===== src/rtl/base64_stream_encoder_core_assert.svh =====
// ----------------------------------------------------------------------------
// base64 stream encoder assertion macros
// Concurrent assertion wrappers shared by the encoder RTL.
// ----------------------------------------------------------------------------
`ifndef BASE64_STREAM_ENCODER_CORE_ASSERT_SVH
`define BASE64_STREAM_ENCODER_CORE_ASSERT_SVH

// Same-cycle implication, off while reset is asserted.
`define B64E_ASSERT_NOW(label, ante, cons, msg) \
    label: assert property (@(posedge i_clk) disable iff (!i_rst_n) (ante) |-> (cons)) \
        else $error(msg);

// Next-cycle implication, checked through reset as well.
`define B64E_ASSERT_NEXT(label, ante, cons, msg) \
    label: assert property (@(posedge i_clk) (ante) |=> (cons)) \
        else $error(msg);

`endif


===== src/rtl/b64e_pkg.sv =====
// ----------------------------------------------------------------------------
// b64e_pkg
// Shared types, constants and the character table of the base64 encoder.
// ----------------------------------------------------------------------------
package b64e_pkg;

    localparam int unsigned B64E_QUEUE_DEPTH = 2;

    localparam logic [7:0] B64E_PAD_CHAR = 8'h3D;

    localparam logic [1:0] PADS_NONE = 2'd0;
    localparam logic [1:0] PADS_ONE  = 2'd1;
    localparam logic [1:0] PADS_TWO  = 2'd2;

    // Bytes already held in the current 3-byte group.
    typedef enum logic [1:0] {
        POS_START = 2'd0,
        POS_ONE   = 2'd1,
        POS_TWO   = 2'd2
    } t_gpos;

    // One finished group: four sextets, how many trail as '=', closes message.
    typedef struct packed {
        logic [3:0][5:0] sext;
        logic [1:0]      pads;
        logic            last;
    } t_group;

    // Standard alphabet: A-Z, a-z, 0-9, '+', '/'.
    function automatic logic [7:0] sextet_char(input logic [5:0] v);
        logic [7:0] c;
        if (v < 6'd26) begin
            c = 8'h41 + {2'b00, v};
        end else if (v < 6'd52) begin
            c = 8'h61 + {2'b00, v - 6'd26};
        end else if (v < 6'd62) begin
            c = 8'h30 + {2'b00, v - 6'd52};
        end else if (v == 6'd62) begin
            c = 8'h2B;
        end else begin
            c = 8'h2F;
        end
        return c;
    endfunction

endpackage


===== src/rtl/b64e_front.sv =====
// ----------------------------------------------------------------------------
// b64e_front
// Accepts message bytes, tracks the group position and packs full or
// padded groups into sextets for the group queue.
// ----------------------------------------------------------------------------
module b64e_front (
    input  logic                i_clk,
    input  logic                i_rst_n,
    input  logic                i_valid,
    output logic                o_ready,
    input  logic [7:0]          i_data_byte,
    input  logic                i_end_of_message,
    input  logic                i_full,
    output logic                o_push,
    output b64e_pkg::t_group    o_group
);

    b64e_pkg::t_gpos r_pos;
    b64e_pkg::t_gpos n_pos;
    logic [7:0]      r_b0;
    logic [7:0]      r_b1;
    logic            accept;

    assign o_ready = !i_full;
    assign accept  = i_valid && !i_full;

    always_comb begin
        n_pos = r_pos;
        if (accept) begin
            unique case (r_pos)
                b64e_pkg::POS_ONE: begin
                    n_pos = i_end_of_message ? b64e_pkg::POS_START : b64e_pkg::POS_TWO;
                end
                b64e_pkg::POS_TWO: begin
                    n_pos = b64e_pkg::POS_START;
                end
                default: begin
                    n_pos = i_end_of_message ? b64e_pkg::POS_START : b64e_pkg::POS_ONE;
                end
            endcase
        end
    end

    always_comb begin
        o_push  = 1'b0;
        o_group = '0;
        if (accept) begin
            unique case (r_pos)
                b64e_pkg::POS_ONE: begin
                    o_push          = i_end_of_message;
                    o_group.sext[0] = r_b0[7:2];
                    o_group.sext[1] = {r_b0[1:0], i_data_byte[7:4]};
                    o_group.sext[2] = {i_data_byte[3:0], 2'b00};
                    o_group.pads    = b64e_pkg::PADS_ONE;
                    o_group.last    = 1'b1;
                end
                b64e_pkg::POS_TWO: begin
                    o_push          = 1'b1;
                    o_group.sext[0] = r_b0[7:2];
                    o_group.sext[1] = {r_b0[1:0], r_b1[7:4]};
                    o_group.sext[2] = {r_b1[3:0], i_data_byte[7:6]};
                    o_group.sext[3] = i_data_byte[5:0];
                    o_group.pads    = b64e_pkg::PADS_NONE;
                    o_group.last    = i_end_of_message;
                end
                default: begin
                    o_push          = i_end_of_message;
                    o_group.sext[0] = i_data_byte[7:2];
                    o_group.sext[1] = {i_data_byte[1:0], 4'b0000};
                    o_group.pads    = b64e_pkg::PADS_TWO;
                    o_group.last    = 1'b1;
                end
            endcase
        end
    end

    always_ff @(posedge i_clk) begin
        if (!i_rst_n) begin
            r_pos <= b64e_pkg::POS_START;
        end else begin
            r_pos <= n_pos;
        end
    end

    // Hold pending bytes; the group position decides which slot they fill.
    always_ff @(posedge i_clk) begin
        if (accept) begin
            if (r_pos == b64e_pkg::POS_ONE) begin
                r_b1 <= i_data_byte;
            end else if (r_pos != b64e_pkg::POS_TWO) begin
                r_b0 <= i_data_byte;
            end
        end
    end

endmodule


===== src/rtl/b64e_queue.sv =====
// ----------------------------------------------------------------------------
// b64e_queue
// Short queue of packed groups between the byte front and the character back.
// ----------------------------------------------------------------------------
module b64e_queue #(
    parameter int unsigned DEPTH = b64e_pkg::B64E_QUEUE_DEPTH
) (
    input  logic                i_clk,
    input  logic                i_rst_n,
    input  logic                i_push,
    input  b64e_pkg::t_group    i_group,
    output logic                o_full,
    input  logic                i_pop,
    output b64e_pkg::t_group    o_group,
    output logic                o_empty
);

    localparam int unsigned PW = (DEPTH > 1) ? $clog2(DEPTH) : 1;
    localparam int unsigned CW = $clog2(DEPTH + 1);

    b64e_pkg::t_group r_mem [DEPTH];
    logic [PW-1:0]    r_wr;
    logic [PW-1:0]    r_rd;
    logic [CW-1:0]    r_count;
    logic             do_push;
    logic             do_pop;

    assign o_full  = (r_count == CW'(DEPTH));
    assign o_empty = (r_count == '0);
    assign do_push = i_push && !o_full;
    assign do_pop  = i_pop && !o_empty;
    assign o_group = r_mem[r_rd];

    always_ff @(posedge i_clk) begin
        if (!i_rst_n) begin
            r_wr    <= '0;
            r_rd    <= '0;
            r_count <= '0;
        end else begin
            if (do_push) begin
                r_wr <= (r_wr == PW'(DEPTH - 1)) ? '0 : r_wr + 1'b1;
            end
            if (do_pop) begin
                r_rd <= (r_rd == PW'(DEPTH - 1)) ? '0 : r_rd + 1'b1;
            end
            if (do_push && !do_pop) begin
                r_count <= r_count + 1'b1;
            end else if (do_pop && !do_push) begin
                r_count <= r_count - 1'b1;
            end
        end
    end

    always_ff @(posedge i_clk) begin
        if (do_push) begin
            r_mem[r_wr] <= i_group;
        end
    end

endmodule


===== src/rtl/b64e_back.sv =====
// ----------------------------------------------------------------------------
// b64e_back
// Takes groups from the queue and sends their four characters one beat
// at a time through a registered output.
// ----------------------------------------------------------------------------
module b64e_back (
    input  logic                i_clk,
    input  logic                i_rst_n,
    input  logic                i_empty,
    input  b64e_pkg::t_group    i_group,
    output logic                o_pop,
    output logic                o_valid,
    input  logic                i_ready,
    output logic [7:0]          o_out_char,
    output logic                o_last_char
);

    b64e_pkg::t_group r_grp;
    logic             r_busy;
    logic [1:0]       r_idx;
    logic             r_out_valid;
    logic [7:0]       r_out_char;
    logic             r_out_last;
    logic             out_free;
    logic             send;
    logic             final_char;
    logic             pad_here;
    logic [7:0]       cur_char;

    assign out_free   = !r_out_valid || i_ready;
    assign send       = r_busy && out_free;
    assign final_char = (r_idx == 2'd3);
    // Refill when idle or while the last character of this group goes out.
    assign o_pop      = !i_empty && (!r_busy || (send && final_char));

    assign pad_here = ((r_grp.pads == b64e_pkg::PADS_TWO) && r_idx[1])
                   || ((r_grp.pads == b64e_pkg::PADS_ONE) && final_char);
    assign cur_char = pad_here ? b64e_pkg::B64E_PAD_CHAR
                               : b64e_pkg::sextet_char(r_grp.sext[r_idx]);

    assign o_valid     = r_out_valid;
    assign o_out_char  = r_out_char;
    assign o_last_char = r_out_last;

    always_ff @(posedge i_clk) begin
        if (!i_rst_n) begin
            r_busy      <= 1'b0;
            r_idx       <= '0;
            r_out_valid <= 1'b0;
        end else begin
            if (o_pop) begin
                r_busy <= 1'b1;
                r_idx  <= '0;
            end else if (send) begin
                r_idx <= r_idx + 1'b1;
                if (final_char) begin
                    r_busy <= 1'b0;
                end
            end
            if (send) begin
                r_out_valid <= 1'b1;
            end else if (i_ready) begin
                r_out_valid <= 1'b0;
            end
        end
    end

    always_ff @(posedge i_clk) begin
        if (o_pop) begin
            r_grp <= i_group;
        end
        if (send) begin
            r_out_char <= cur_char;
            r_out_last <= r_grp.last && final_char;
        end
    end

endmodule


===== src/rtl/base64_stream_encoder_core.sv =====
// ----------------------------------------------------------------------------
// base64_stream_encoder_core
// Streaming base64 encoder, standard alphabet with '=' padding.
// ----------------------------------------------------------------------------
//  channel | direction | handshake          | payload
//  input   | in        | i_valid / o_ready  | i_data_byte, i_end_of_message
//  output  | out       | o_valid / i_ready  | o_out_char, o_last_char
//
//  A byte is taken whenever the group queue has room; a byte that
//  completes or ends a group is packed into the queue in the cycle it is taken.
//  Each group leaves as four beats, one per cycle while i_ready does not
//  stall the output, through the one-character output register.
//  Reset (synchronous, active low) clears group position, queue and output.
//  Output stalls back up through the queue to o_ready; input gaps do not
//  stop characters already queued.
// ----------------------------------------------------------------------------
`include "base64_stream_encoder_core_assert.svh"

module base64_stream_encoder_core #(
    parameter int unsigned QUEUE_DEPTH = b64e_pkg::B64E_QUEUE_DEPTH
) (
    input  logic        i_clk,
    input  logic        i_rst_n,
    input  logic        i_valid,
    output logic        o_ready,
    input  logic [7:0]  i_data_byte,
    input  logic        i_end_of_message,
    output logic        o_valid,
    input  logic        i_ready,
    output logic [7:0]  o_out_char,
    output logic        o_last_char
);

    b64e_pkg::t_group push_group;
    b64e_pkg::t_group head_group;
    logic             push;
    logic             pop;
    logic             full;
    logic             empty;

    b64e_front u_front (
        .i_clk            (i_clk),
        .i_rst_n          (i_rst_n),
        .i_valid          (i_valid),
        .o_ready          (o_ready),
        .i_data_byte      (i_data_byte),
        .i_end_of_message (i_end_of_message),
        .i_full           (full),
        .o_push           (push),
        .o_group          (push_group)
    );

    b64e_queue #(
        .DEPTH (QUEUE_DEPTH)
    ) u_queue (
        .i_clk   (i_clk),
        .i_rst_n (i_rst_n),
        .i_push  (push),
        .i_group (push_group),
        .o_full  (full),
        .i_pop   (pop),
        .o_group (head_group),
        .o_empty (empty)
    );

    b64e_back u_back (
        .i_clk       (i_clk),
        .i_rst_n     (i_rst_n),
        .i_empty     (empty),
        .i_group     (head_group),
        .o_pop       (pop),
        .o_valid     (o_valid),
        .i_ready     (i_ready),
        .o_out_char  (o_out_char),
        .o_last_char (o_last_char)
    );

    `B64E_ASSERT_NOW(a_no_push_when_full, push, !full, "group pushed into full queue")
    `B64E_ASSERT_NOW(a_no_pop_when_empty, pop, !empty, "group popped from empty queue")
    `B64E_ASSERT_NEXT(a_reset_clears, !i_rst_n, !o_valid && empty, "reset left state behind")

endmodule

===== config.mk =====
export PLATFORM = sky130hd
export DESIGN_NAME = base64_stream_encoder_core
export DESIGN_NICKNAME = d
export VERILOG_FILES = /design/src/rtl/b64e_pkg.sv /design/src/rtl/b64e_front.sv /design/src/rtl/b64e_queue.sv /design/src/rtl/b64e_back.sv /design/src/rtl/base64_stream_encoder_core.sv
export VERILOG_INCLUDE_DIRS = /design/src /design/src/rtl
export SDC_FILE = /design/constraint.sdc
export NUM_CORES = 1
export LEC_CHECK = 0
export ABC_CLOCK_PERIOD_IN_PS = 6750
export BUFFER_PORTS_ARGS = -buffer_cell sky130_fd_sc_hd__buf_2
export CORE_ASPECT_RATIO = 0.5
export CORE_UTILIZATION = 50
export DETAILED_ROUTE_END_ITERATION = 16
export HOLD_SLACK_MARGIN = 0.15
export PLACE_DENSITY = 0.75
export SLEW_MARGIN = 20
export SYNTH_ARGS = -nofsm -noshare
export SYNTH_HDL_FRONTEND = slang
export SYNTH_SLANG_ARGS = --single-unit

===== constraint.sdc =====
create_clock -name i_clk -period 6.75 [get_ports i_clk]
set_clock_uncertainty 0.15 [all_clocks]
set_input_delay 0.3375 -clock i_clk [delete_from_list [all_inputs] [get_ports i_clk]]
set_output_delay 0.3375 -clock i_clk [all_outputs]
set_load 0.01 [all_outputs]

# Word level (Yosys, flattened, before mapping)
# Memories as Yosys holds them, arrays and structs flattened. A register that Yosys moved wholly into a read port is not among the register bits.
# Cells that the tools add are included.
[op_classes]
addsub = 10
order_cmp = 4
eq_ne = 8
n_mux = 26
bitwise_logic = 2
reduce_logical = 29
[op_table]
columns = ["op", "count"]
rows = [
  ["$pmux 15 s2", 1],
  ["$mux 27", 1],
  ["$mux 8", 3],
  ["$add 7x6->8 const A", 2],
  ["$bmux 6 s2", 1],
  ["$lt 6x6->1 const B", 2],
  ["$mux 1", 12],
  ["$mux 6", 2],
  ["$pmux 6 s2", 1],
  ["$logic_and 1x1->1", 11],
  ["$eq 2x2->1 const B", 4],
  ["$reduce_bool 2->1", 4],
  ["$add 6x6->7 const A", 1],
  ["$eq 6x6->1 const B", 1],
  ["$logic_not 1->1", 6],
  ["$lt 6x5->1 const B", 1],
  ["$mux 2", 3],
  ["$sub 6x5->6 const B", 1],
  ["$sub 6x6->6 const B", 1],
  ["$add 2x1->2 const B", 2],
  ["$eq 2x1->1 const B", 2],
  ["$pmux 2 s2", 1],
  ["$reduce_and 2->1", 2],
  ["$logic_or 1x1->1", 3],
  ["9 further kinds", 11],
]
[totals]
ff_bits = 35
mem_bits_rw = 54
input_bits = 13
out_inout_bits = 11
word_cells = 91
memories = 1
[memory_table]
columns = ["memory", "depth", "word_bits", "rd", "rd_ports_with_merged_regs", "wr", "line_no", "text"]
rows = [
  ["u_queue.r_mem", 2, 27, 1, 1, 1, "b64e_queue.sv:21", "b64e_pkg::t_group r_mem [DEPTH];"],
]

# Logic depth before layout (Yosys ltp)
[logic_depth]
depth_word = 10
ltp_mapped = 11
depth_no_buf = 9

# Modules after synthesis
# A second synthesis with hierarchy kept.
[unflattened]
cells_unflattened = 338
area_unflattened_um2 = 5161.2
[by_module_without_submodules]
columns = ["mod", "n_inst", "cells_per_inst", "area_per_inst_um2", "seq_area_each_um2"]
rows = [
  ["b64e_queue", 1, 109, 2179.6, 1721.7],
  ["b64e_back", 1, 146, 2016.9, 1161.1],
  ["b64e_front", 1, 83, 964.7, 520.5],
]

# Worst setup path before layout
# Ideal clock, no wire load.
[synth_timing]
kind = "reg2reg"
start = "reg u_back.r_idx[0]"
end = "reg u_back.r_out_char[1] (netlist: u_back.o_out_char[1]) (data pin)"
setup_time_ps = 267
t_arrival_ps = 2325
t_required_ps = 6333
path_slack_ps = 4008
path_stages_with_launch = 12
n_path_buf = 2
period_less_slack_ps = 2742
path_cell_list = "dfxtp_1 -> buf_6 -> mux4_1 -> inv_1 -> ha_1 -> nand2_1 -> o221ai_1 -> a21oi_1 -> buf_2 -> a22oi_1 -> o21a_1 -> nor2_1"
[synth_between]
elab_chain_len = 7
elab_cells_between_ends = 16
classes_between = "add/sub (5); order compare (3); eq/ne (1); mux (5); reduce/logical (2)"
[synth_rtl]
columns = ["element", "line_no", "text"]
rows = [
  ["start, declared", "b64e_back.sv:20", "logic [1:0] r_idx;"],
  ["start signal, assigned", "b64e_back.sv:55", "r_idx <= r_idx + 1'b1;"],
  ["$bmux 6 s2", "b64e_back.sv:39", ": b64e_pkg::sextet_char(r_grp.sext[r_idx]);"],
  ["$mux 6 (implied by the code)", "b64e_back.sv:39", ""],
  ["$sub 6x6->6", "b64e_pkg.sv:37", "c = 8'h30 + {2'b00, v - 6'd52};"],
  ["$add 6x6->7", "b64e_pkg.sv:37", ""],
  ["$mux 8", "b64e_pkg.sv:36", "end else if (v < 6'd62) begin"],
  ["$mux 8", "b64e_pkg.sv:34", "end else if (v < 6'd52) begin"],
  ["$mux 8", "b64e_pkg.sv:32", "if (v < 6'd26) begin"],
  ["end signal, assigned", "b64e_back.sv:73", "r_out_char <= cur_char;"],
  ["end, declared", "b64e_back.sv:22", "logic [7:0] r_out_char;"],
]
# Several ways; a longest one is shown, not always the timed one. The select of a mux whose other input is x is not followed.
# A chain may end at the register's enable or synchronous reset.

# Worst setup path in the final report
[layout_timing]
start = "reg u_back.r_idx[0]"
end = "reg u_back.r_out_char[5] (netlist: u_back.o_out_char[5]) (data pin)"
# The elaborated chain is that of the path after synthesis.

==> flow_summary.ini <==
[routing]
drtIter0Drc = 215
num_vias = 2776
first_pass_iters = 4
final_antenna_net_count = 0
wl_mm = 8.51
wire_per_inst_um = 16.4
viasPerCell = 5.35
drc = 0

[grt]
grt_pass1_wl_mm = 13.4
antenna_found_initial = 0
grt_max_degree = 29
grt_pass1_vias = 2654
globalRouteOverflowTotal = 0
grtUsageTotal_pct = 18.0

[logic_synthesis]
yosys.area.top_type = edfxtp_1
synthCells = 331
synth_top_area_share_pct = 63.4
syn_area_mm2 = 0.00502
async_flop_share_pct = 0
synth_nets = 359
synth.area.top_cells = edfxtp_1, mux2_2, dfxtp_1
synth-main-ff-cell = edfxtp_1
seq_area_frac_synth_pct = 67.4
syn_area_per_cell_um2 = 15.2
synth_seq_cells = 116
yosysUniqueCellTypes = 38
synth_edf_count = 106
synth_warnings = 0

[worst_hold_path]
hold_class = primary input to register
min_path_cells = 4
hold_path_end = u_front.r_pos[1]
holdCritStartpoint = i_valid

[sta]
worst-slew-pin-transition_ps = 947
finalSetupTns_ps = 0
slew_headroom_pct = 36.8
finalMaxSlewViolations = 0
max_freq_mhz = 303
min_period_ps = 3300
fin_crit_sh_pct = 48.9
setup_violations = 0
rsz0062_at_grt = false
hold_viol_final = 0
whs_ps = 197

[worst_setup_path]
cpMaxStageDelayCell = mux4_1
path_max_fanout = 11
crit_family = compound AO/OA/AOI/OAI gates
path_cells = mux4_1, ha_1, inv_1, o221ai_1, a21oi_1, a21oi_1, a211oi_1, a21oi_1
crit_arrival_ps = 3290
cp.buffers_inverters = 1
startpoint_type = register
reg2reg_slack_ps = 3450
worst_ep_required_time_ps = 6750
crit_cells = 8
ff2ff_path_depth = 8
critPathKind = register to register
cpPeakStageDelay_ps = 750
cp-end-kind = register
r2r-end = u_back.o_out_char[5]
worst_r2r_startpoint = u_back.r_idx[0]
critPathMostFrequentCell = a21oi_1

[place]
placement.cell_area_mm2 = 0.00524
place_congestion = 0.830
portBuffers = 23
dpl.hpwl_mm = 5.76

[power_and_ir_drop]
swShare_pct = 29.3
p_comb_share_pct = 27.8
internal_power_uw = 1890
power_frac_clock_pct = 32.4
seqPwrFrac_pct = 39.9
fin_total_pwr_uw = 2680
switchingPower_uw = 785
power_leakage_uw = 0.00215
powerDensity_mw_per_mm2 = 451
worst_ir_drop_vdd_mv = 0.207

[cts]
clk_pin_slew_ps = 50
cts_root_buf = clkbuf_16
clock_latency_ps = 400
clkSinkCount = 116
htreeDepth = 4
cts_buffers = 17
cts_buffer_depth = 2
cts_setup_buffers = 0
cts_tree = done

[cells_and_area]
layout.nets = 399
antenna_cells = 0
finalInstanceArea_mm2 = 0.00594
area_delta_synth_final_pct = 18.3
register_area_mm2 = 0.00338
multiInputGateArea_mm2 = 0.00152
drive_gt1_share_pct = 23.4
fillers = 697

[floorplanning]
die_width_um = 144
coreArea_mm2 = 0.00960
start_util_pct = 52.2
num_rows = 25
boundaryPins = 24
fp.dieH_um = 72.8
die_area_mm2 = 0.0105

[job]
cap_violations = 0

[status]
status = completed
==> placed cells by master, fill, tap and decap left out, types with 2 or more instances in the layout <==
cell / Yosys / routed
mux4_2: 3 / 3
nand3_1: 3 / 3
clkbuf_1: 10 / 3
clkbuf_8: 0 / 3
xnor2_1: 9 / 9
bufinv_16: 0 / 2
mux4_1: 3 / 3
a21boi_0: 4 / 4
buf_2: 2 / 23
and3_1: 11 / 11
o21a_1: 3 / 3
a22oi_1: 9 / 9
mux2i_1: 3 / 3
ha_1: 15 / 15
and2_1: 7 / 6
clkbuf_16: 0 / 17
mux2_2: 27 / 27
o31a_1: 2 / 2
clkinv_2: 0 / 4
inv_1: 12 / 12
xor2_1: 6 / 6
dfxtp_1: 10 / 9
nand2b_1: 4 / 4
nand3b_1: 3 / 3
nand2_1: 18 / 18
dlygate4sd3_1: 0 / 11
nor2_1: 23 / 22
a21oi_1: 7 / 7
edfxtp_1: 106 / 106
a211oi_1: 4 / 4
o21ai_0: 6 / 6
nor3_1: 2 / 2
a22o_1: 8 / 8
==> timing repair <==
action / CTS / global route
resized for setup: 0 / 0
hold buffers: 11 / 0
hold endpoints to repair: 28 / 0
==> how the worst max path moves through the flow <==
stage | startpoint | to | slack (ps)
CTS | u_back.r_idx[0] | u_back.o_out_char[5] | 3440
global placement | u_back.r_idx[0] | u_back.o_out_char[1] | 3560
detailed placement | u_back.r_idx[0] | u_back.o_out_char[5] | 3450
finish | u_back.r_idx[0] | u_back.o_out_char[5] | 3450
floorplan | u_back.r_idx[0] | u_back.o_out_char[1] | 4010
global route | u_back.r_idx[0] | u_back.o_out_char[5] | 3150
==> cell families after synthesis <==
logic type	after synthesis	share of synthesized area [%]
AO/OA/AOI/OAI	46	6.48
XOR/XNOR	16	2.94
adder cells (fa/ha/maj)	15	3.74
buffers and inverters	26	2.29
flip-flops	116	67.4
multiplexers	36	9.58
AND/OR/NAND/NOR	76	7.53
==> through the flow <==
stage | utilization, % | worst slack [ps] | cells
after floorplan | - | 4010 | 331
after global placement | 54.6 | 3560 | 476
after detailed placement | 54.6 | 3450 | 476
after CTS | 61.8 | 3440 | 519
after global routing | 61.8 | 3150 | 519
final | 61.8 | 3450 | 519
==> per-layer routing <==
layer / wire length [um] / track usage, % / vias up / part of all wire (%)
li1: - / - / 1332 / -
met4: 117 / 8.51 / 0 / 1.4
met1: 4200 / 24.7 / 1355 / 49
met2: 3800 / 26.9 / 76 / 45
met3: 393 / 4.92 / 13 / 4.6
met5: 0 / 0 / - / 0
==> synth_stat cells, types with 4 or more instances <==
| library cell | count |
|---|---|
| a211oi_1 | 4 |
| a21boi_0 | 4 |
| a21oi_1 | 7 |
| a22o_1 | 8 |
| a22oi_1 | 9 |
| and2_1 | 7 |
| and3_1 | 11 |
| clkbuf_1 | 10 |
| dfxtp_1 | 10 |
| edfxtp_1 | 106 |
| ha_1 | 15 |
| inv_1 | 12 |
| mux2_2 | 27 |
| nand2_1 | 18 |
| nand2b_1 | 4 |
| nor2_1 | 23 |
| o21ai_0 | 6 |
| xnor2_1 | 9 |
| xor2_1 | 6 |
==> power groups by stage <==
stage	logic, uW	registers [uW]	clock network, uW
5_1_grt	827	1090	905
3_3_place_gp	719	1080	0
4_1_cts	746	1070	876
3_5_place_dp	733	1080	0
6_report	744	1070	867
2_1_floorplan	603	1050	0
==> worst register-to-register path: stages (launching register included) <==
cell and delay (ps):
dfxtp_1 610, mux4_1 750, ha_1 290, inv_1 70, o221ai_1 140, a21oi_1 620, a21oi_1 110, a211oi_1 240
a21oi_1 60
==> registers in the layout, indices dropped and copies added (netlist names), 2 cells and up <==
signal / cells
u_queue.r_count: 2
u_front.r_pos: 2
u_front.r_b1: 8
u_front.r_b0: 8
u_queue.r_mem: 54
u_back.r_idx: 2
u_back.r_grp: 27
u_back.o_out_char: 8
==> final cells by class <==
class | count | share of cell area, %
clock buffer | 23 | 8.05
clock inverter | 9 | 1.77
inverter | 12 | 0.759
multi-input combinational | 189 | 25.6
sequential | 116 | 57.0
tap | 135 | 2.85
timing repair buffer | 35 | 3.92
Note: power is estimated with default switching activity, not from simulation.
